<file path="src/hw/rtl/morse_code_codec_macros.svh">
// Assertion macros shared by the Morse code codec RTL.
`ifndef MORSE_CODE_CODEC_MACROS_SVH
`define MORSE_CODE_CODEC_MACROS_SVH

// Same-cycle implication, disabled while reset is held.
`define MCC_ASSERT_IMPLIES(lbl, clk, rstn, ante, cons, msg) \
    lbl: assert property (@(posedge clk) disable iff (!rstn) (ante) |-> (cons)) \
        else $error(msg);

// Next-cycle implication, disabled while reset is held.
`define MCC_ASSERT_NEXT(lbl, clk, rstn, ante, cons, msg) \
    lbl: assert property (@(posedge clk) disable iff (!rstn) (ante) |=> (cons)) \
        else $error(msg);

`endif

</file>
<file path="src/hw/rtl/mcc_pkg.sv">
// Package of the Morse code codec: character codes, code table, job type and lookups.
package mcc_pkg;

    // Mode register codes.
    localparam logic MODE_DECODE = 1'b0;
    localparam logic MODE_ENCODE = 1'b1;

    // ASCII codes used by the codec.
    localparam logic [7:0] CH_NUL     = 8'h00;
    localparam logic [7:0] CH_SPACE   = 8'h20;
    localparam logic [7:0] CH_DASH    = 8'h2D;
    localparam logic [7:0] CH_DOT     = 8'h2E;
    localparam logic [7:0] CH_QUERY   = 8'h3F;
    localparam logic [7:0] CH_SEP     = 8'h5F;
    localparam logic [7:0] CH_LOWER_A = 8'h61;
    localparam logic [7:0] CH_LOWER_Z = 8'h7A;
    localparam logic [7:0] CASE_STEP  = 8'h20;

    // Longest path and saturation limit of the token length.
    localparam int MaxPath = 7;
    localparam logic [3:0] TOKEN_LEN_MAX = 4'd15;

    localparam int TableSize = 53;

    // Table characters. Bit i of a code is 1 when symbol i is a dash.
    localparam logic [7:0] CODE_CHAR [TableSize] = '{
        8'h41, 8'h42, 8'h43, 8'h44, 8'h45, 8'h46, 8'h47, 8'h48, 8'h49, 8'h4A,
        8'h4B, 8'h4C, 8'h4D, 8'h4E, 8'h4F, 8'h50, 8'h51, 8'h52, 8'h53, 8'h54,
        8'h55, 8'h56, 8'h57, 8'h58, 8'h59, 8'h5A, 8'h31, 8'h32, 8'h33, 8'h34,
        8'h35, 8'h36, 8'h37, 8'h38, 8'h39, 8'h30, 8'h2E, 8'h2C, 8'h3F, 8'h2F,
        8'h27, 8'h21, 8'h3B, 8'h3A, 8'h2B, 8'h2D, 8'h3D, 8'h28, 8'h29, 8'h5F,
        8'h24, 8'h22, 8'h40
    };

    localparam logic [2:0] CODE_LEN [TableSize] = '{
        3'd2, 3'd4, 3'd4, 3'd3, 3'd1, 3'd4, 3'd3, 3'd4, 3'd2, 3'd4,
        3'd3, 3'd4, 3'd2, 3'd2, 3'd3, 3'd4, 3'd4, 3'd3, 3'd3, 3'd1,
        3'd3, 3'd4, 3'd3, 3'd4, 3'd4, 3'd4, 3'd5, 3'd5, 3'd5, 3'd5,
        3'd5, 3'd5, 3'd5, 3'd5, 3'd5, 3'd5, 3'd6, 3'd6, 3'd6, 3'd5,
        3'd6, 3'd6, 3'd6, 3'd6, 3'd5, 3'd6, 3'd5, 3'd5, 3'd6, 3'd6,
        3'd7, 3'd6, 3'd6
    };

    localparam logic [6:0] CODE_BITS [TableSize] = '{
        7'b0000010, 7'b0000001, 7'b0000101, 7'b0000001, 7'b0000000,
        7'b0000100, 7'b0000011, 7'b0000000, 7'b0000000, 7'b0001110,
        7'b0000101, 7'b0000010, 7'b0000011, 7'b0000001, 7'b0000111,
        7'b0000110, 7'b0001011, 7'b0000010, 7'b0000000, 7'b0000001,
        7'b0000100, 7'b0001000, 7'b0000110, 7'b0001001, 7'b0001101,
        7'b0000011, 7'b0011110, 7'b0011100, 7'b0011000, 7'b0010000,
        7'b0000000, 7'b0000001, 7'b0000011, 7'b0000111, 7'b0001111,
        7'b0011111, 7'b0101010, 7'b0110011, 7'b0001100, 7'b0001001,
        7'b0011110, 7'b0110101, 7'b0010101, 7'b0000111, 7'b0001010,
        7'b0100001, 7'b0010001, 7'b0001101, 7'b0101101, 7'b0101100,
        7'b1001000, 7'b0010010, 7'b0010110
    };

    // One code looked up by character.
    typedef struct packed {
        logic       found;
        logic [2:0] len;
        logic [6:0] bits;
    } t_code;

    // Job passed from the front part to the back part: an optional
    // leading byte, then either one literal byte or a string of symbols.
    typedef struct packed {
        logic       pre_en;
        logic [7:0] pre_byte;
        logic       body_en;
        logic       body_sym;
        logic [7:0] body_byte;
        logic [6:0] sym_bits;
        logic [3:0] count;
        logic       last;
    } t_job;

    // Character at the end of a dot/dash path: a table character, NUL for an
    // inner node without a character, or '?' for a path off the table.
    function automatic logic [7:0] decode_path(input logic [2:0] len, input logic [6:0] bits);
        logic [7:0] res;
        logic       inner;
        logic       exact;
        logic [6:0] mask;
        res   = CH_QUERY;
        inner = 1'b0;
        exact = 1'b0;
        mask  = 7'((8'd1 << len) - 8'd1);
        for (int k = 0; k < TableSize; k++) begin
            if (CODE_LEN[k] >= len && ((CODE_BITS[k] ^ bits) & mask) == 7'd0) begin
                if (CODE_LEN[k] == len) begin
                    res   = CODE_CHAR[k];
                    exact = 1'b1;
                end else begin
                    inner = 1'b1;
                end
            end
        end
        if (!exact && inner) begin
            res = CH_NUL;
        end
        return res;
    endfunction

    // Character of a whole token.
    function automatic logic [7:0] token_char(input logic [3:0] len, input logic [6:0] bits,
                                              input logic bad, input logic is_space);
        logic [7:0] res;
        if (is_space && len == 4'd1) begin
            res = CH_SPACE;
        end else if (bad) begin
            res = CH_QUERY;
        end else begin
            res = decode_path(len[2:0], bits);
        end
        return res;
    endfunction

    // Code of a text character, if it has one.
    function automatic t_code encode_char(input logic [7:0] c);
        t_code res;
        res = '0;
        for (int k = 0; k < TableSize; k++) begin
            if (CODE_CHAR[k] == c) begin
                res.found = 1'b1;
                res.len   = CODE_LEN[k];
                res.bits  = CODE_BITS[k];
            end
        end
        return res;
    endfunction

endpackage

</file>
<file path="src/hw/rtl/mcc_if.sv">
// Channel interfaces of the Morse code codec: input bytes, result bytes, mode writes.
interface mcc_in_if;
    logic       valid;
    logic       ready;
    logic [7:0] in_byte;
    logic       last;

    modport source (output valid, output in_byte, output last, input ready);
    modport sink (input valid, input in_byte, input last, output ready);
endinterface

interface mcc_out_if;
    logic       valid;
    logic       ready;
    logic [7:0] out_byte;
    logic       run_end;
    logic       message_end;

    modport source (output valid, output out_byte, output run_end, output message_end,
                    input ready);
    modport sink (input valid, input out_byte, input run_end, input message_end,
                  output ready);
endinterface

interface mcc_cfg_if;
    logic valid;
    logic ready;
    logic mode;

    modport source (output valid, output mode, input ready);
    modport sink (input valid, input mode, output ready);
endinterface

</file>
<file path="src/hw/rtl/mcc_front.sv">
// Front part of the Morse code codec: accepts bytes, keeps token state, builds jobs.
module mcc_front (
    input  logic          i_clk,
    input  logic          i_rst_n,
    mcc_in_if.sink        i_in,
    mcc_cfg_if.sink       i_cfg,
    input  logic          i_q_full,
    output logic          o_push,
    output mcc_pkg::t_job o_job
);

    logic       r_mode;
    logic [3:0] r_len;
    logic [6:0] r_bits;
    logic       r_bad;
    logic       r_sp;
    logic       r_prev;

    logic [3:0] n_len;
    logic [6:0] n_bits;
    logic       n_bad;
    logic       n_sp;
    logic       n_prev;

    logic          accept;
    logic          has_result;
    mcc_pkg::t_job job;
    logic [7:0]    b;
    logic [7:0]    c;
    logic          is_sep;
    logic          is_sym;
    logic [3:0]    upd_len;
    logic [6:0]    upd_bits;
    logic          upd_bad;
    logic          upd_sp;
    logic [7:0]    cur_char;
    logic [7:0]    upd_char;
    mcc_pkg::t_code code;

    // Mode writes are taken whenever reset is not held.
    assign i_cfg.ready = i_rst_n;
    assign i_in.ready  = i_rst_n && !i_q_full;
    assign accept      = i_in.valid && i_in.ready;
    assign o_push      = accept && has_result;
    assign o_job       = job;

    // Token update for a byte that does not close the token.
    assign b        = i_in.in_byte;
    assign is_sep   = (b == mcc_pkg::CH_SEP);
    assign is_sym   = (b == mcc_pkg::CH_DOT) || (b == mcc_pkg::CH_DASH);
    assign upd_len  = (r_len < mcc_pkg::TOKEN_LEN_MAX) ? r_len + 4'd1 : r_len;
    assign upd_sp   = (r_len == 4'd0) && (b == mcc_pkg::CH_SPACE);
    assign upd_bad  = r_bad || !is_sym || (r_len >= 4'(mcc_pkg::MaxPath));
    assign upd_bits = (is_sym && b == mcc_pkg::CH_DASH && r_len < 4'(mcc_pkg::MaxPath))
                      ? (r_bits | 7'((8'd1 << r_len[2:0]))) : r_bits;
    assign cur_char = mcc_pkg::token_char(r_len, r_bits, r_bad, r_sp);
    assign upd_char = mcc_pkg::token_char(upd_len, upd_bits, upd_bad, upd_sp);

    // Text byte folded to upper case, and its code.
    always_comb begin
        c = b;
        if (b inside {[mcc_pkg::CH_LOWER_A:mcc_pkg::CH_LOWER_Z]}) begin
            c = b - mcc_pkg::CASE_STEP;
        end
    end
    assign code = mcc_pkg::encode_char(c);

    // Classification of the byte into a job and the next token state.
    always_comb begin
        n_len      = r_len;
        n_bits     = r_bits;
        n_bad      = r_bad;
        n_sp       = r_sp;
        n_prev     = r_prev;
        job        = '0;
        has_result = 1'b0;
        job.last   = i_in.last;
        if (r_mode == mcc_pkg::MODE_DECODE) begin
            if (is_sep) begin
                job.pre_en   = 1'b1;
                job.pre_byte = cur_char;
                has_result   = 1'b1;
                n_len        = '0;
                n_bits       = '0;
                n_bad        = 1'b0;
                n_sp         = 1'b0;
                if (i_in.last) begin
                    job.body_en   = 1'b1;
                    job.body_byte = mcc_pkg::token_char(4'd0, 7'd0, 1'b0, 1'b0);
                end
            end else begin
                n_len  = upd_len;
                n_bits = upd_bits;
                n_bad  = upd_bad;
                n_sp   = upd_sp;
                if (i_in.last) begin
                    job.body_en   = 1'b1;
                    job.body_byte = upd_char;
                    has_result    = 1'b1;
                    n_len         = '0;
                    n_bits        = '0;
                    n_bad         = 1'b0;
                    n_sp          = 1'b0;
                end
            end
        end else begin
            has_result  = 1'b1;
            job.body_en = 1'b1;
            if (c == mcc_pkg::CH_SPACE) begin
                job.body_byte = mcc_pkg::CH_SPACE;
                n_prev        = 1'b0;
            end else begin
                job.pre_en   = r_prev;
                job.pre_byte = mcc_pkg::CH_SEP;
                if (code.found) begin
                    job.body_sym = 1'b1;
                    job.sym_bits = code.bits;
                end else begin
                    job.body_byte = mcc_pkg::CH_QUERY;
                end
                n_prev = 1'b1;
            end
            if (i_in.last) begin
                n_prev = 1'b0;
            end
        end
        job.count = 4'(job.pre_en)
                  + (job.body_en ? (job.body_sym ? {1'b0, code.len} : 4'd1) : 4'd0);
    end

    // Mode register.
    always_ff @(posedge i_clk) begin
        if (!i_rst_n) begin
            r_mode <= mcc_pkg::MODE_DECODE;
        end else if (i_cfg.valid && i_cfg.ready) begin
            r_mode <= i_cfg.mode;
        end
    end

    // Token state, updated on each accepted transaction.
    always_ff @(posedge i_clk) begin
        if (!i_rst_n) begin
            r_len  <= '0;
            r_bits <= '0;
            r_bad  <= 1'b0;
            r_sp   <= 1'b0;
            r_prev <= 1'b0;
        end else if (accept) begin
            r_len  <= n_len;
            r_bits <= n_bits;
            r_bad  <= n_bad;
            r_sp   <= n_sp;
            r_prev <= n_prev;
        end
    end

endmodule

</file>
<file path="src/hw/rtl/mcc_queue.sv">
// Two-entry job queue between the front and back parts of the Morse code codec.
`include "morse_code_codec_macros.svh"

module mcc_queue (
    input  logic          i_clk,
    input  logic          i_rst_n,
    input  logic          i_push,
    input  mcc_pkg::t_job i_job,
    input  logic          i_pop,
    output logic          o_full,
    output logic          o_empty,
    output mcc_pkg::t_job o_head
);

    mcc_pkg::t_job r_mem [2];
    logic          r_wr_ptr;
    logic          r_rd_ptr;
    logic [1:0]    r_count;

    assign o_full  = (r_count == 2'd2);
    assign o_empty = (r_count == 2'd0);
    assign o_head  = r_mem[r_rd_ptr];

    // Entry storage.
    always_ff @(posedge i_clk) begin
        if (i_push) begin
            r_mem[r_wr_ptr] <= i_job;
        end
    end

    // Pointers and fill count.
    always_ff @(posedge i_clk) begin
        if (!i_rst_n) begin
            r_wr_ptr <= 1'b0;
            r_rd_ptr <= 1'b0;
            r_count  <= '0;
        end else begin
            if (i_push) begin
                r_wr_ptr <= !r_wr_ptr;
            end
            if (i_pop) begin
                r_rd_ptr <= !r_rd_ptr;
            end
            r_count <= r_count + 2'(i_push) - 2'(i_pop);
        end
    end

    `MCC_ASSERT_IMPLIES(a_no_overflow, i_clk, i_rst_n, i_push, !o_full || i_pop, "queue overflow")
    `MCC_ASSERT_IMPLIES(a_no_underflow, i_clk, i_rst_n, i_pop, !o_empty, "queue underflow")
    `MCC_ASSERT_IMPLIES(a_ptr_match, i_clk, i_rst_n, o_empty || o_full, r_wr_ptr == r_rd_ptr,
                        "queue pointers disagree with count")

endmodule

</file>
<file path="src/hw/rtl/mcc_back.sv">
// Back part of the Morse code codec: steps through each job and drives the result register.
`include "morse_code_codec_macros.svh"

module mcc_back (
    input  logic          i_clk,
    input  logic          i_rst_n,
    input  logic          i_q_empty,
    input  mcc_pkg::t_job i_head,
    output logic          o_pop,
    mcc_out_if.source     o_out
);

    logic [2:0] r_pos;
    logic       r_valid;
    logic [7:0] r_byte;
    logic       r_run_end;
    logic       r_msg_end;

    logic       load;
    logic       is_final;
    logic [2:0] sym_idx;
    logic [7:0] res_byte;

    assign o_out.valid       = r_valid;
    assign o_out.out_byte    = r_byte;
    assign o_out.run_end     = r_run_end;
    assign o_out.message_end = r_msg_end;

    // A result moves into the output register when it is empty or being drained.
    assign load     = !i_q_empty && (!r_valid || o_out.ready);
    assign is_final = ({1'b0, r_pos} == i_head.count - 4'd1);
    assign o_pop    = load && is_final;
    assign sym_idx  = r_pos - 3'(i_head.pre_en);

    // Byte at the current position of the job.
    always_comb begin
        if (i_head.pre_en && r_pos == 3'd0) begin
            res_byte = i_head.pre_byte;
        end else if (i_head.body_sym) begin
            res_byte = i_head.sym_bits[sym_idx] ? mcc_pkg::CH_DASH : mcc_pkg::CH_DOT;
        end else begin
            res_byte = i_head.body_byte;
        end
    end

    // Position within the current job.
    always_ff @(posedge i_clk) begin
        if (!i_rst_n) begin
            r_pos <= '0;
        end else if (load) begin
            r_pos <= is_final ? 3'd0 : r_pos + 3'd1;
        end
    end

    // Output register valid flag.
    always_ff @(posedge i_clk) begin
        if (!i_rst_n) begin
            r_valid <= 1'b0;
        end else if (load) begin
            r_valid <= 1'b1;
        end else if (o_out.ready) begin
            r_valid <= 1'b0;
        end
    end

    // Output register payload.
    always_ff @(posedge i_clk) begin
        if (load) begin
            r_byte    <= res_byte;
            r_run_end <= is_final;
            r_msg_end <= is_final && i_head.last;
        end
    end

    `MCC_ASSERT_IMPLIES(a_pos_in_job, i_clk, i_rst_n, r_pos != 3'd0, !i_q_empty,
                        "job position set without a pending job")
    `MCC_ASSERT_NEXT(a_pos_wraps, i_clk, i_rst_n, o_pop, r_pos == 3'd0,
                     "job position did not return to start")
    `MCC_ASSERT_NEXT(a_hold_on_stall, i_clk, i_rst_n, r_valid && !o_out.ready,
                     r_valid && $stable(r_byte) && $stable(r_pos),
                     "result changed while stalled")

endmodule

</file>
<file path="src/hw/rtl/morse_code_codec.sv">
// Top level of the Morse code codec: front part, job queue and back part.
//
//   Channel   Direction  Payload                              Transaction
//   i_in      in         in_byte[7:0], last                   valid && ready
//   o_out     out        out_byte[7:0], run_end, message_end  valid && ready
//   i_cfg     in         mode                                 valid && ready
//
// Decoding gives one result byte per closed token, two for a separator that ends a message.
// Encoding gives one to eight result bytes per character. The back sequencer emits one
// byte per cycle into the output register whenever that register is empty or being drained.
// i_rst_n is synchronous and active low; it clears mode, token state and the queue.
// A two-entry job queue lets the input keep flowing while the output is stalled;
// i_in.ready drops only when the queue is full or reset is held.
module morse_code_codec (
    input  logic      i_clk,
    input  logic      i_rst_n,
    mcc_in_if.sink    i_in,
    mcc_cfg_if.sink   i_cfg,
    mcc_out_if.source o_out
);

    logic          q_full;
    logic          q_empty;
    logic          push;
    logic          pop;
    mcc_pkg::t_job push_job;
    mcc_pkg::t_job head_job;

    // Byte classification and token state.
    mcc_front u_front (
        .i_clk    (i_clk),
        .i_rst_n  (i_rst_n),
        .i_in     (i_in),
        .i_cfg    (i_cfg),
        .i_q_full (q_full),
        .o_push   (push),
        .o_job    (push_job)
    );

    // Job queue.
    mcc_queue u_queue (
        .i_clk   (i_clk),
        .i_rst_n (i_rst_n),
        .i_push  (push),
        .i_job   (push_job),
        .i_pop   (pop),
        .o_full  (q_full),
        .o_empty (q_empty),
        .o_head  (head_job)
    );

    // Result sequencing and output register.
    mcc_back u_back (
        .i_clk     (i_clk),
        .i_rst_n   (i_rst_n),
        .i_q_empty (q_empty),
        .i_head    (head_job),
        .o_pop     (pop),
        .o_out     (o_out)
    );

endmodule

</file>
<file path="src/flat_wrapper.sv">
// flat-port wrapper written by rule: the top's interface ports become plain ports
module morse_code_codec_flat 
  (i_clk, i_rst_n, i_in_valid, i_in_in_byte, i_in_last, i_in_ready, i_cfg_valid, i_cfg_mode, i_cfg_ready, o_out_valid, o_out_out_byte, o_out_run_end, o_out_message_end, o_out_ready);
  mcc_in_if i_in_i ();
  mcc_cfg_if i_cfg_i ();
  mcc_out_if o_out_i ();
  input  logic i_clk;
  input  logic i_rst_n;
  input wire logic [$bits(i_in_i.valid)-1:0] i_in_valid;
  input wire logic [$bits(i_in_i.in_byte)-1:0] i_in_in_byte;
  input wire logic [$bits(i_in_i.last)-1:0] i_in_last;
  output wire logic [$bits(i_in_i.ready)-1:0] i_in_ready;
  input wire logic [$bits(i_cfg_i.valid)-1:0] i_cfg_valid;
  input wire logic [$bits(i_cfg_i.mode)-1:0] i_cfg_mode;
  output wire logic [$bits(i_cfg_i.ready)-1:0] i_cfg_ready;
  output wire logic [$bits(o_out_i.valid)-1:0] o_out_valid;
  output wire logic [$bits(o_out_i.out_byte)-1:0] o_out_out_byte;
  output wire logic [$bits(o_out_i.run_end)-1:0] o_out_run_end;
  output wire logic [$bits(o_out_i.message_end)-1:0] o_out_message_end;
  input wire logic [$bits(o_out_i.ready)-1:0] o_out_ready;
  assign i_in_i.valid = i_in_valid;
  assign i_in_i.in_byte = i_in_in_byte;
  assign i_in_i.last = i_in_last;
  assign i_in_ready = i_in_i.ready;
  assign i_cfg_i.valid = i_cfg_valid;
  assign i_cfg_i.mode = i_cfg_mode;
  assign i_cfg_ready = i_cfg_i.ready;
  assign o_out_valid = o_out_i.valid;
  assign o_out_out_byte = o_out_i.out_byte;
  assign o_out_run_end = o_out_i.run_end;
  assign o_out_message_end = o_out_i.message_end;
  assign o_out_i.ready = o_out_ready;
  morse_code_codec u_core (.i_clk(i_clk), .i_rst_n(i_rst_n), .i_in(i_in_i), .i_cfg(i_cfg_i), .o_out(o_out_i));
endmodule
</file>
<file path="config.mk">
export PLATFORM = sky130hd
export DESIGN_NAME = morse_code_codec_flat
export DESIGN_NICKNAME = d
export VERILOG_FILES = /design/src/hw/rtl/mcc_pkg.sv /design/src/hw/rtl/mcc_if.sv /design/src/hw/rtl/mcc_front.sv /design/src/hw/rtl/mcc_queue.sv /design/src/hw/rtl/mcc_back.sv /design/src/hw/rtl/morse_code_codec.sv /design/src/flat_wrapper.sv
export VERILOG_INCLUDE_DIRS = /design/src /design/src/hw/rtl
export SDC_FILE = /design/constraint.sdc
export NUM_CORES = 1
export LEC_CHECK = 0
export BUFFER_PORTS_ARGS = -buffer_cell sky130_fd_sc_hd__buf_2
export CAP_MARGIN = 10
export CORE_MARGIN = 3
export CORE_UTILIZATION = 30
export CTS_CLUSTER_SIZE = 30
export DETAILED_ROUTE_END_ITERATION = 8
export PLACE_DENSITY_LB_ADDON = 0.3
export SLEW_MARGIN = 20
export SYNTH_ARGS = -nofsm -noshare
export SYNTH_HDL_FRONTEND = slang
export SYNTH_SLANG_ARGS = --single-unit
</file>
<file path="constraint.sdc">
create_clock -name i_clk -period 13.73 [get_ports i_clk]
set_input_delay 0.6865 -clock i_clk [delete_from_list [all_inputs] [get_ports i_clk]]
set_output_delay 0.6865 -clock i_clk [all_outputs]
set_load 0.005 [all_outputs]
</file>
==> results of run 1 <==
## logic make-up after synthesis
logic type	after synthesis	share of synthesized area
AO/OA/AOI/OAI	483	0.354
XOR/XNOR	19	0.0174
adder cells (fa/ha/maj)	19	0.0246
buffers and inverters	120	0.0568
flip-flops	89	0.255
multiplexers	26	0.0336
other	1	0.000393
AND/OR/NAND/NOR	474	0.258
## worst register-to-register path: cells and delay by family (launching register included)
family / cells / cell delay, ns
DFF: 1 / 0.73
AOI/OAI and AO/OA: 9 / 3.26
adders and majority gates: 2 / 1.01
buffers and inverters: 1 / 0.19
and+or+nand+nor: 5 / 1.13
## power breakdown
group / switching, mW / internal [mW]
registers: 0.00466 / 0.299
clock network: 0.105 / 0.161
logic: 0.135 / 0.0649
## sequential cells by signal (all words and copies together), names as in the netlist, 2 cells and up, named ones only
register                      flops
u_core.u_back.o_out.out_byte      7
u_core.u_back.r_pos               3
u_core.u_front.r_bits             7
u_core.u_front.r_len              4
u_core.u_queue.r_count            2
u_core.u_queue.r_mem             56
## layout by cell type, fill, tap and decap left out, drive strengths merged, types with 8 or more instances in the layout
master / instances
nand4: 19
and2: 26
a21oi: 90
o2111ai: 8
o32ai: 10
inv: 32
mux2i: 14
mux2: 8
a21boi: 9
nand3: 47
o22ai: 27
nor3: 39
nor4: 16
dfxtp: 24
a22oi: 22
nand2: 110
o21ai: 107
or3: 10
ha: 18
clkbuf: 9
and3: 13
nor2b: 31
a211oi: 20
edfxtp: 65
o31ai: 17
a21o: 12
a31oi: 34
a221oi: 9
nand2b: 29
buf: 42
o31a: 9
o211ai: 20
nor2: 105
xnor2: 12
## stage by stage
stage	utilization	cells	hold slack, ns
global placement	0.319	1581	0.511
CTS	0.329	1597	0.534
global route	0.330	1599	0.573
floorplan	-	1231	0.479
finish	0.330	1599	0.534
detailed placement	0.319	1581	0.523
## synthesized netlist by cell type, types with 8 or more instances
library cell  instances  area (um2)
nand4_1              19         119
o31ai_1              15         113
o31a_1                8        70.1
a21o_1               12        90.1
o2111ai_1             8        70.1
nor2b_1              31         194
o21ai_1              13        65.1
o32ai_1              10        87.6
xnor2_1              12         105
buf_2                28         140
nor4_1               15        93.8
nand2_1             108         405
a221oi_1              9        78.8
mux2_2                8        90.1
edfxtp_1             65        1950
a31oi_1              32         200
o211ai_1             16         120
nand3_1              46         230
clkbuf_1             42         158
and2_1               25         156
or3_1                10        62.6
nor3_1               35         175
a22oi_1              21         158
o22ai_1              27         169
a21oi_1              85         425
nand2b_1             28         175
dfxtp_1              24         480
a21boi_0              9        67.6
ha_1                 18         225
inv_1                30         113
nor2_1              104         390
a211oi_1             18         135
o21ai_0              90         450
and3_1               13        81.3
mux2i_1              14         140
## routing by layer
metal / vias to the layer above / routed length, um / global-route usage
met4: 0 / 1020 / 0.0593
met3: 94 / 2810 / 0.0207
met2: 643 / 15200 / 0.305
li1: 4696 / - / -
met1: 4789 / 15500 / 0.285
met5: - / 0 / 0
## final timing paths
check,cells past startpoint,start,endpoint
min,2,u_core.u_front.r_prev$_SDFFE_PN0P_,u_core.u_front.r_prev$_SDFFE_PN0P_
max,17,u_core.u_front.r_len[0]$_SDFFE_PN0P_,u_core.u_queue.r_mem[0][12]$_DFFE_PP_
min reg2reg,2,u_core.u_front.r_prev$_SDFFE_PN0P_,u_core.u_front.r_prev$_SDFFE_PN0P_
max reg2reg,17,u_core.u_front.r_len[0]$_SDFFE_PN0P_,u_core.u_queue.r_mem[0][12]$_DFFE_PP_
## layout make-up
cell class / count / area, um2 / area share
timing repair buffer: 42 / 250 / 0.0245
clock buffer: 9 / 225 / 0.0221
clock inverter: 7 / 106 / 0.0104
sequential: 89 / 2430 / 0.238
inverter: 32 / 120 / 0.0118
tap: 396 / 495 / 0.0485
antenna: 2 / 5.00 / 0.000490
multi-input combinational: 1022 / 6580 / 0.644
==> summary.md, run 1 <==
| Metric | Value |
|---|---|
| Drt pass-1 iters | 6 |
| First-pass GRT wire length | 53.2 mm |
| Seq cells post-synth | 89 |
| Final Cell Area | 10200 um2 |
| Post-cts hold buffer count | 0 |
| Post-CTS setup buffers | 0 |
| GPL Wtd Cong | 0.980 |
| Top Ports | 28 |
| DR WL/cell | 21.6 um |
| Die Ht | 184 um |
| Yosys cell types | 108 |
| PostCTS Resize Cnt | 0 |
| CTS tree | done |
| Mapped Area | 9550 um2 |
| Slowest CP cell | o21ai_1 |
| GRT overflow | 0 |
| Vias per cell | 6.39 |
| Clock slew at reported path FFs | 0.07 ns |
| Register area share after synthesis | 0.255 |
| Final setup violating endpoints | 0 |
| Asr flop ratio synth | 0 |
| Worst-Margin Slew | 1.08 ns |
| All-layer global routing usage | 0.196 |
| Vias post-DR | 10200 |
| Worst path cell trace | ha_1, nand2_1, a21oi_2, nor2_1, inv_2, ha_1, nor2_1, a311o_1, o211a_1, o22a_1, o21ai_1, o31ai_1, o31ai_4, nand3b_4, or4_4, o211ai_2, a32oi_1 |
| Clock sinks | 89 |
| Largest net degree at the start of global routing | 48 |
| Synth Warn # | 0 |
| Max-slew violation count | 0 |
| Worst setup SP type | register |
| Leak | 3.58 nW |
| Root buffer cell | clkbuf_16 |
| Kind of critical path | reg -> reg |
| Setup TNS | 0 ns |
| I/O Buffers | 26 |
| Final Total Pwr | 0.770 mW |
| Syn_area_per_cell | 7.75 um2 |
| Tcrit/Tclk final | 0.481 |
| Num CTS Buffers | 9 |
| Worst min path class | reg -> reg |
| Pre-CTS setup slack | 7.38 ns |
| Area grow syn2layout | 7.00% |
| Clk_lat worst skew | 0.34 ns |
| Fin crit period | 6.60 ns |
| PD cells | 75.4 nW/um2 |
| Cell Area, Placed | 9880 um2 |
| Slowest Stage Delay on Critical Path | 0.80 ns |
| Vias in the first global route | 9148 |
| Die Area | 34000 um2 |
| Top_reg_cell synth | edfxtp_1 |
| Crit path arrival time | 6.65 ns |
| FF-to-FF setup slack | 7.13 ns |
| DPL Wire Length | 25.6 mm |
| CP delay by family, top | compound AO/OA/AOI/OAI gates |
| Final WS setup | 7.13 ns |
| Die W | 184 um |
| H-tree depth | 3 |
| Crit. End Element | register |
| Mapped Cells | 1231 |
| VDD IR-drop max | 0.0000642 V |
| Clk_skew | 0.00905 ns |
| Critical Path RT | 13.77 ns |
| # DRC | 0 |
| Slew margin rel. | 0.258 |
| Final hold violation count | 0 |
| Number of synthesized flops with an enable pin | 65 |
| Post-DRT Antenna Nets | 0 |
| Max Freq | 151 MHz |
| Fillers | 3237 |
| Outcome | completed |
| Post-Syn Nets | 1264 |
| RSZ-0062 raised after global routing | no |
| # rows | 64 |
| Core ar. | 31000 um2 |
| Max-cap viol count | 0 |
| NumNets Final | 1229 |
| WP buf/inv | 1 |
| Initial antenna violation count | 2 |
| Share of layout cells above drive strength 1 | 0.112 |
| Bufs on Longest Clock Path | 2 |
| Initial Utilization | 0.308 |
| Routed wire length | 34.5 mm |
| 1st-iter DRT viols | 1744 |
| Worst-path fanout max | 19 |
No activity file was read; power rests on OpenSTA's default activity.
==> run 2, diff against run 1 <==
--- a/config.mk
+++ b/config.mk
@@ -6,6 +6,7 @@
 export SDC_FILE = /design/constraint.sdc
 export NUM_CORES = 1
 export LEC_CHECK = 0
+export ABC_AREA = 1
 export BUFFER_PORTS_ARGS = -buffer_cell sky130_fd_sc_hd__buf_2
 export CAP_MARGIN = 10
 export CORE_MARGIN = 3
==> constraint.sdc (replaced) <==
create_clock -name i_clk -period 5.5 [get_ports i_clk]
set_input_delay 0.275 -clock i_clk [delete_from_list [all_inputs] [get_ports i_clk]]
set_output_delay 0.275 -clock i_clk [all_outputs]
set_load 0.005 [all_outputs]
==> run 2 against run 1 <==
Global-route usage shrank 2.1 points. Wire length shrank 19%. Clock skew grew 0.0013 ns. Die area shrank 7.8%. Register-to-register slack lost 6.5 ns. Largest cell class unchanged.
==> summary.md, run 2 <==
| Metric | Value |
|---|---|
| Outcome | completed |
| Register area share after synthesis | 0.277 (+0.0225) |
| Area contributors post-synth | edfxtp_1 (22%), nand2_1 (13%), nor2_1 (10%) |
| Max-slew violation count | 0 (unchanged) |
| Synth Warn # | 0 (unchanged) |
| GPL Wtd Cong | 0.998 (+1.9%) |
| Cell Area, Placed | 9330 um2 (-5.5%) |
| FF-to-FF setup slack | 0.59 ns (-6.54 ns) |
| CTS tree | done |
| Final Cell Area | 9630 um2 (-5.7%) |
| DR WL/cell | 15.5 um (-28%) |
| Final WS setup | 0.590 ns (-6.54 ns) |
| I/O Buffers | 26 (unchanged) |
| Kind of critical path | reg -> reg |
| DPL Wire Length | 22.3 mm (-13%) |
| Slew margin rel. | 0.334 (+0.0759) |
| Worst Hold End | u_core.u_front.r_mode$_SDFFE_PN0P_ |
| Crit. End Element | register |
| Syn_area_per_cell | 6.33 um2 (-18%) |
| Slowest CP cell | dfxtp_2 |
| Clk_skew | 0.0104 ns (+0.00133 ns) |
| Vias per cell | 5.24 (-18%) |
| Drt pass-1 iters | 6 (unchanged) |
| Initial antenna violation count | 0 (-2) |
| Num CTS Buffers | 9 (unchanged) |
| Worst min path class | in -> reg |
| Area grow syn2layout | 9.78% |
| 1st-iter DRT viols | 765 (-56%) |
| Largest family of logic cells by synthesized area | simple AND/OR/NAND/NOR gates |
| Share of layout cells above drive strength 1 | 0.0963 (-0.0161) |
| Max-cap viol count | 0 (unchanged) |
| Initial Utilization | 0.310 (+0.00178) |
| Vias post-DR | 9385 (-8.2%) |
| Hold Path Depth | 2 (unchanged) |
| CP delay by family, top | simple AND/OR/NAND/NOR gates |
| Tcrit/Tclk final | 0.893 (+0.412) |
| Uppermost routed layer | met4 |
| Commonest non-fill, non-tap cells in the layout | nand2_1 (310), nor2_1 (242), inv_1 (199), nand3_1 (71), o21ai_0 (66) |
| Wire length on met2 | 12.8 mm (-16%) |
| Post-DRT Antenna Nets | 0 (unchanged) |
| Post-Syn Nets | 1418 (+12%) |
| Worst R2R Start | u_core.u_front.r_len[0]$_SDFFE_PN0P_ |
| Clock slew at reported path FFs | 0.07 ns (about the same) |
| Pre-CTS setup slack | 0.547 ns (-6.83 ns) |
| Final setup violating endpoints | 0 (unchanged) |
| Number of synthesized flops with an enable pin | 65 (unchanged) |
| Post-Synth XOR/XNOR Area | 0.0140 (-0.00346) |
| Max Freq | 204 MHz (+34%) |
| Most frequent cell after synthesis | nand2_1 |
| Post-cts hold buffer count | 0 (unchanged) |
| Setup TNS | 0 ns (unchanged) |
| Vias in the first global route | 8790 (-3.9%) |
| Core ar. | 28300 um2 (-8.6%) |
| PD cells | 187 nW/um2 (+150%) |
| Register-to-Register Path Depth | 27 (+10) |
| WP buf/inv | 6 (+5) |
| # rows | 61 (-4.7%) |
| RSZ-0062 raised after global routing | no |
| Worst setup SP type | register |
| Die Area | 31300 um2 (-7.8%) |
| Final Total Pwr | 1.80 mW (+130%) |
| Root buffer cell | clkbuf_16 |
| Asr flop ratio synth | 0 (unchanged) |
| Adder-Cell Fraction of Synth Area | 0.0257 (+0.00103) |
| Leak | 4.51 nW (+26%) |
| All-layer global routing usage | 0.175 (-0.0207) |
| # DRC | 0 (unchanged) |
| Simple-gate share of the synthesized area | 0.404 (+0.146) |
| Die W | 177 um (-4.0%) |
| Top Ports | 28 (unchanged) |
| Final hold violation count | 0 (unchanged) |
| Top_reg_cell synth | edfxtp_1 |
| Hold Path Origin | i_cfg_valid |
| Largest Register | u_core.u_queue.r_mem |
| Bufs on Longest Clock Path | 2 (unchanged) |
| Clock sinks | 89 (unchanged) |
| GRT overflow | 0 (unchanged) |
| RR Endpoint | u_core.u_queue.r_mem[1][24]$_DFFE_PP_ |
| Mapped Cells | 1385 (+13%) |
| Largest net degree at the start of global routing | 30 (-38%) |
| Clk_lat worst skew | 0.35 ns (about the same) |
| Synth Area in Compound Gates | 0.162 (-0.192) |
| Number of flip-flops under the largest register name | 56 (unchanged) |
| Fin crit period | 4.91 ns (-1.69 ns) |
| Area share of the largest cell type after synthesis | 0.223 (+0.0180) |
| Routed wire length | 27.8 mm (-19%) |
| Slowest Stage Delay on Critical Path | 0.45 ns (-0.35 ns) |
| Seq cells post-synth | 89 (unchanged) |
| Mapped Area | 8770 um2 (-8.1%) |
| Synth area leader | edfxtp_1 |
| Commonest non-fill, non-tap cell in the layout | nand2_1 |
| Worst-Margin Slew | 0.995 ns (-0.0895 ns) |
| Routed wl met3 | 1.44 mm (-49%) |
| Post-CTS setup buffers | 0 (unchanged) |
| Critical Path RT | 5.56 ns (-8.21 ns) |
| Met1 wire length | 13.0 mm (-16%) |
| Die Ht | 177 um (-4.0%) |
| NumNets Final | 1440 (+17%) |
| VDD IR-drop max | 0.000125 V (+95%) |
| Crit path arrival time | 4.97 ns (-1.68 ns) |
| First-pass GRT wire length | 45.0 mm (-15%) |
| H-tree depth | 3 (unchanged) |
| Antenna diodes | 0 (-2) |
| Yosys cell types | 63 (-42%) |
| Synth cell count leaders | nand2_1 (310), nor2_1 (244), inv_1 (199), nand3_1 (71), o21ai_0 (66) |
| Post-synthesis mux area share | 0.00456 (-0.0290) |
| Worst-path fanout max | 11 (-8) |
run 2: cell count changes in the layout (fill, tap and decap cells not counted), sizes merged, moves of 31 or more:
cell,change
nor2b,-31
a21oi,-32
nand2,+216
nor2,+151
inv,+190
nand3,+35
run 2: cells by family after synthesis:
kind of cell             count (synthesis)
multiplexers                             4
buffers and inverters                  250
AO/OA/AOI/OAI                          228
adder cells (fa/ha/maj)                 18
AND/OR/NAND/NOR                        781
flip-flops                              89
other                                    1
XOR/XNOR                                14
run 2: stage by stage:
stage | hold WS (ns) | instances | utilization
floorplan | 0.368 | 1385 | -
global placement | 0.434 | 1774 | 0.329
detailed placement | 0.449 | 1774 | 0.330
CTS | 0.109 | 1790 | 0.340
global route | 0.125 | 1790 | 0.340
finish | 0.118 | 1790 | 0.340
run 2: what timing repair did:
item	CTS	global route
setup endpoints to repair	0	8
resized for setup	0	2
endpoints found under the hold margin	0	0
run 2: layer usage:
metal	track usage	vias up
met5	0	-
met4	0.0435	0
met3	0.0212	47
met2	0.286	303
met1	0.246	4370
li1	-	4665
run 2: where the power goes:
group	switching, mW	internal (mW)	total [mW]
Combinational	0.303	0.133	0.437
Sequential	0.0117	0.749	0.761
Clock	0.268	0.339	0.607
Total	0.583	1.22	1.80
run 2: layout make-up:
type / count / area, um2
clock buffers: 10 / 250
clock inverters: 6 / 47.5
fillers: 3087 / 18700
inverters: 223 / 838
multi-input cells: 1046 / 5370
flip-flops and latches: 89 / 2430
well taps: 378 / 473
repair buffers: 38 / 220
run 2: worst max path at each step:
| stage | startpoint | endpoint | slack, ns | cells after the start |
|---|---|---|---|---|
| CTS | u_core.u_front.r_len[0]$_SDFFE_PN0P_ | u_core.u_queue.r_mem[1][24]$_DFFE_PP_ | 0.51 | 27 |
| detailed placement | u_core.u_front.r_len[0]$_SDFFE_PN0P_ | u_core.u_queue.r_mem[1][24]$_DFFE_PP_ | 0.55 | 27 |
| floorplan | u_core.u_front.r_len[0]$_SDFFE_PN0P_ | u_core.u_queue.r_mem[0][24]$_DFFE_PP_ | 1.45 | 29 |
| global placement | u_core.u_front.r_len[0]$_SDFFE_PN0P_ | u_core.u_queue.r_mem[0][26]$_DFFE_PP_ | 0.67 | 29 |
| global route | u_core.u_front.r_len[2]$_SDFFE_PN0P_ | u_core.u_queue.r_mem[1][23]$_DFFE_PP_ | 0.07 | 24 |
| finish | u_core.u_front.r_len[0]$_SDFFE_PN0P_ | u_core.u_queue.r_mem[1][24]$_DFFE_PP_ | 0.59 | 27 |
==> run 3, diff against run 2 <==
--- a/config.mk
+++ b/config.mk
@@ -9,6 +9,8 @@
 export ABC_AREA = 1
 export BUFFER_PORTS_ARGS = -buffer_cell sky130_fd_sc_hd__buf_2
 export CAP_MARGIN = 10
+export CELL_PAD_IN_SITES_DETAIL_PLACEMENT = 1
+export CELL_PAD_IN_SITES_GLOBAL_PLACEMENT = 1
 export CORE_MARGIN = 3
 export CORE_UTILIZATION = 30
 export CTS_CLUSTER_SIZE = 30
==> run 3 against run 2 <==
Register-to-register slack got worse by 0.03 ns. Largest cell class unchanged. Flip-flop and latch count unchanged. Combinational power increased by 3%. First-iteration DRC count decreased by 40%. Global-route usage increased by 2.7 points. Critical path depth decreased by 2. Largest power group unchanged. Worst hold slack improved by 0.0038 ns. Core utilization increased by 0.23 points. Final area increased by 0.66%. Via count decreased by 0.25%. Sequential share of layout area decreased by 0.17 points. Worst setup slack got worse by 0.026 ns.
==> summary.md, run 3 (synthesis results as in run 2) <==
| Metric | Value |
|---|---|
| Commonest non-fill, non-tap cells in the layout | nand2_1 (310), nor2_1 (242), inv_1 (198), nand3_1 (71) |
| Clock sinks | 89 (unchanged) |
| Fin crit period | 4.94 ns (+0.0260 ns) |
| Met3 usage | 0.0206 (-0.000644) |
| Worst setup SP type | register |
| Routed wire length | 31.5 mm (+13%) |
| GR Layer Usage met2 | 0.354 (+0.0675) |
| Slowest Stage Delay on Critical Path | 0.65 ns (+0.20 ns) |
| GPL Wtd Cong | 0.944 (-5.4%) |
| PD cells | 195 nW/um2 (+4.2%) |
| Vias post-DR | 9362 (-0.25%) |
| Final hold violation count | 0 (unchanged) |
| Die Ht | 177 um (unchanged) |
| Crit. End Element | register |
| Vias in the first global route | 9678 (+10%) |
| Initial Utilization | 0.310 (unchanged) |
| Drt pass-1 iters | 5 (-1) |
| Tcrit/Tclk final | 0.897 (+0.00473) |
| Setup TNS | 0 ns (unchanged) |
| Initial antenna violation count | 0 (unchanged) |
| Bufs on Longest Clock Path | 2 (unchanged) |
| Top Ports | 28 (unchanged) |
| 1st-iter DRT viols | 458 (-40%) |
| Worst-Margin Slew | 0.972 ns (-0.0233 ns) |
| Commonest non-fill, non-tap cell in the layout | nand2_1 |
| Largest net degree at the start of global routing | 30 (unchanged) |
| NumNets Final | 1444 (+0.28%) |
| CTS tree | done |
| Slowest CP cell | a2111oi_0 |
| Num CTS Buffers | 9 (unchanged) |
| VDD IR-drop max | 0.000135 V (+7.9%) |
| # rows | 61 (unchanged) |
| I/O Buffers | 26 (unchanged) |
| Max Freq | 203 MHz (-0.53%) |
| Most frequent CP cell | nand2_1 |
| Hold WS | 0.122 ns (+0.00378 ns) |
| Critical Path RT | 5.69 ns (+0.13 ns) |
| First-pass GRT wire length | 51.4 mm (+14%) |
| Antenna diodes | 0 (unchanged) |
| WP buf/inv | 2 (-4) |
| RSZ-0062 raised after global routing | no |
| Worst-path fanout max | 9 (-2) |
| Core ar. | 28300 um2 (unchanged) |
| Number of flip-flops under the largest register name | 56 (unchanged) |
| Register-to-Register Path Depth | 25 (-7.4%) |
| Clk_lat worst skew | 0.35 ns (about the same) |
| GRT overflow | 0 (unchanged) |
| H-tree depth | 3 (unchanged) |
| Hold Path Depth | 2 (unchanged) |
| Slew margin rel. | 0.350 (+0.0156) |
| Die W | 177 um (unchanged) |
| Max-slew violation count | 0 (unchanged) |
| FF-to-FF setup slack | 0.56 ns (-0.03 ns) |
| Post-DRT Antenna Nets | 0 (unchanged) |
| DR WL/cell | 17.6 um (+13%) |
| Root buffer cell | clkbuf_16 |
| DPL Wire Length | 25.8 mm (+16%) |
| Area grow syn2layout | 10.5% |
| Critical path depth | 25 (-7.4%) |
| Kind of critical path | reg -> reg |
| Die Area | 31300 um2 (unchanged) |
| Final setup violating endpoints | 0 (unchanged) |
| Outcome | completed |
| Clock slew at reported path FFs | 0.08 ns (about the same) |
| GRT met1 Usage | 0.276 (+0.0300) |
| Vias per cell | 5.22 (-0.47%) |
| Crit path arrival time | 5.13 ns (+0.16 ns) |
| Worst min path class | in -> reg |
| Clk_skew | 0.0138 ns (+0.00343 ns) |
| # DRC | 0 (unchanged) |
| All-layer global routing usage | 0.202 (+0.0270) |
| Share of layout cells above drive strength 1 | 0.100 (+0.00397) |
| Max-cap viol count | 0 (unchanged) |
| Most Crowded Layer GR | met2 |
| Largest Register | u_core.u_queue.r_mem |
| CP delay by family, top | simple AND/OR/NAND/NOR gates |
| Leak | 4.55 nW (+0.82%) |
run 3: repair_timing:
action                     CTS  global route
hold buffers                 0             0
setup endpoints to repair    0            14
setup buffers                0             0
gates resized for setup      0             6
run 3: per-layer routing:
layer  vias to the layer above  wire, um
met3                        19       957
met2                       154     15200
met5                         -         0
met4                         0       219
li1                       4671         -
met1                      4518     15100
run 3: through the flow:
stage	cell area, um2	power (mW)	worst slack (ns)	utilization	instances
after global routing	9690	1.99	0.0329	0.342	1794
after global placement	9360	1.21	0.538	0.331	1778
after floorplan	8770	1.08	1.45	-	1385
final	9690	1.89	0.564	0.342	1794
after detailed placement	9360	1.22	0.431	0.331	1778
after CTS	9680	1.90	0.393	0.342	1794
run 3: where the power goes:
part	internal, mW	switching [mW]	total (mW)
combinational	0.136	0.314	0.449
clock	0.403	0.278	0.681
sequential	0.749	0.0120	0.761
total	1.29	0.604	1.89
run 3: final timing paths:
kind	to	from
setup / recovery	u_core.u_queue.r_mem[0][17]$_DFFE_PP_	u_core.u_front.r_len[0]$_SDFFE_PN0P_
setup reg to reg	u_core.u_queue.r_mem[0][17]$_DFFE_PP_	u_core.u_front.r_len[0]$_SDFFE_PN0P_
hold reg to reg	u_core.u_queue.r_rd_ptr$_SDFFE_PN0P_	u_core.u_queue.r_rd_ptr$_SDFFE_PN0P_
hold / removal	u_core.u_front.r_mode$_SDFFE_PN0P_	i_cfg_valid
run 3: cell type report:
| type | instances | area [um2] |
|---|---|---|
| clock buffers | 9 | 225 |
| clock inverters | 7 | 100 |
| fillers | 3692 | 18600 |
| flip-flops and latches | 89 | 2430 |
| inverters | 223 | 838 |
| multi-input cells | 1046 | 5370 |
| well taps | 378 | 473 |
| repair buffers | 42 | 250 |
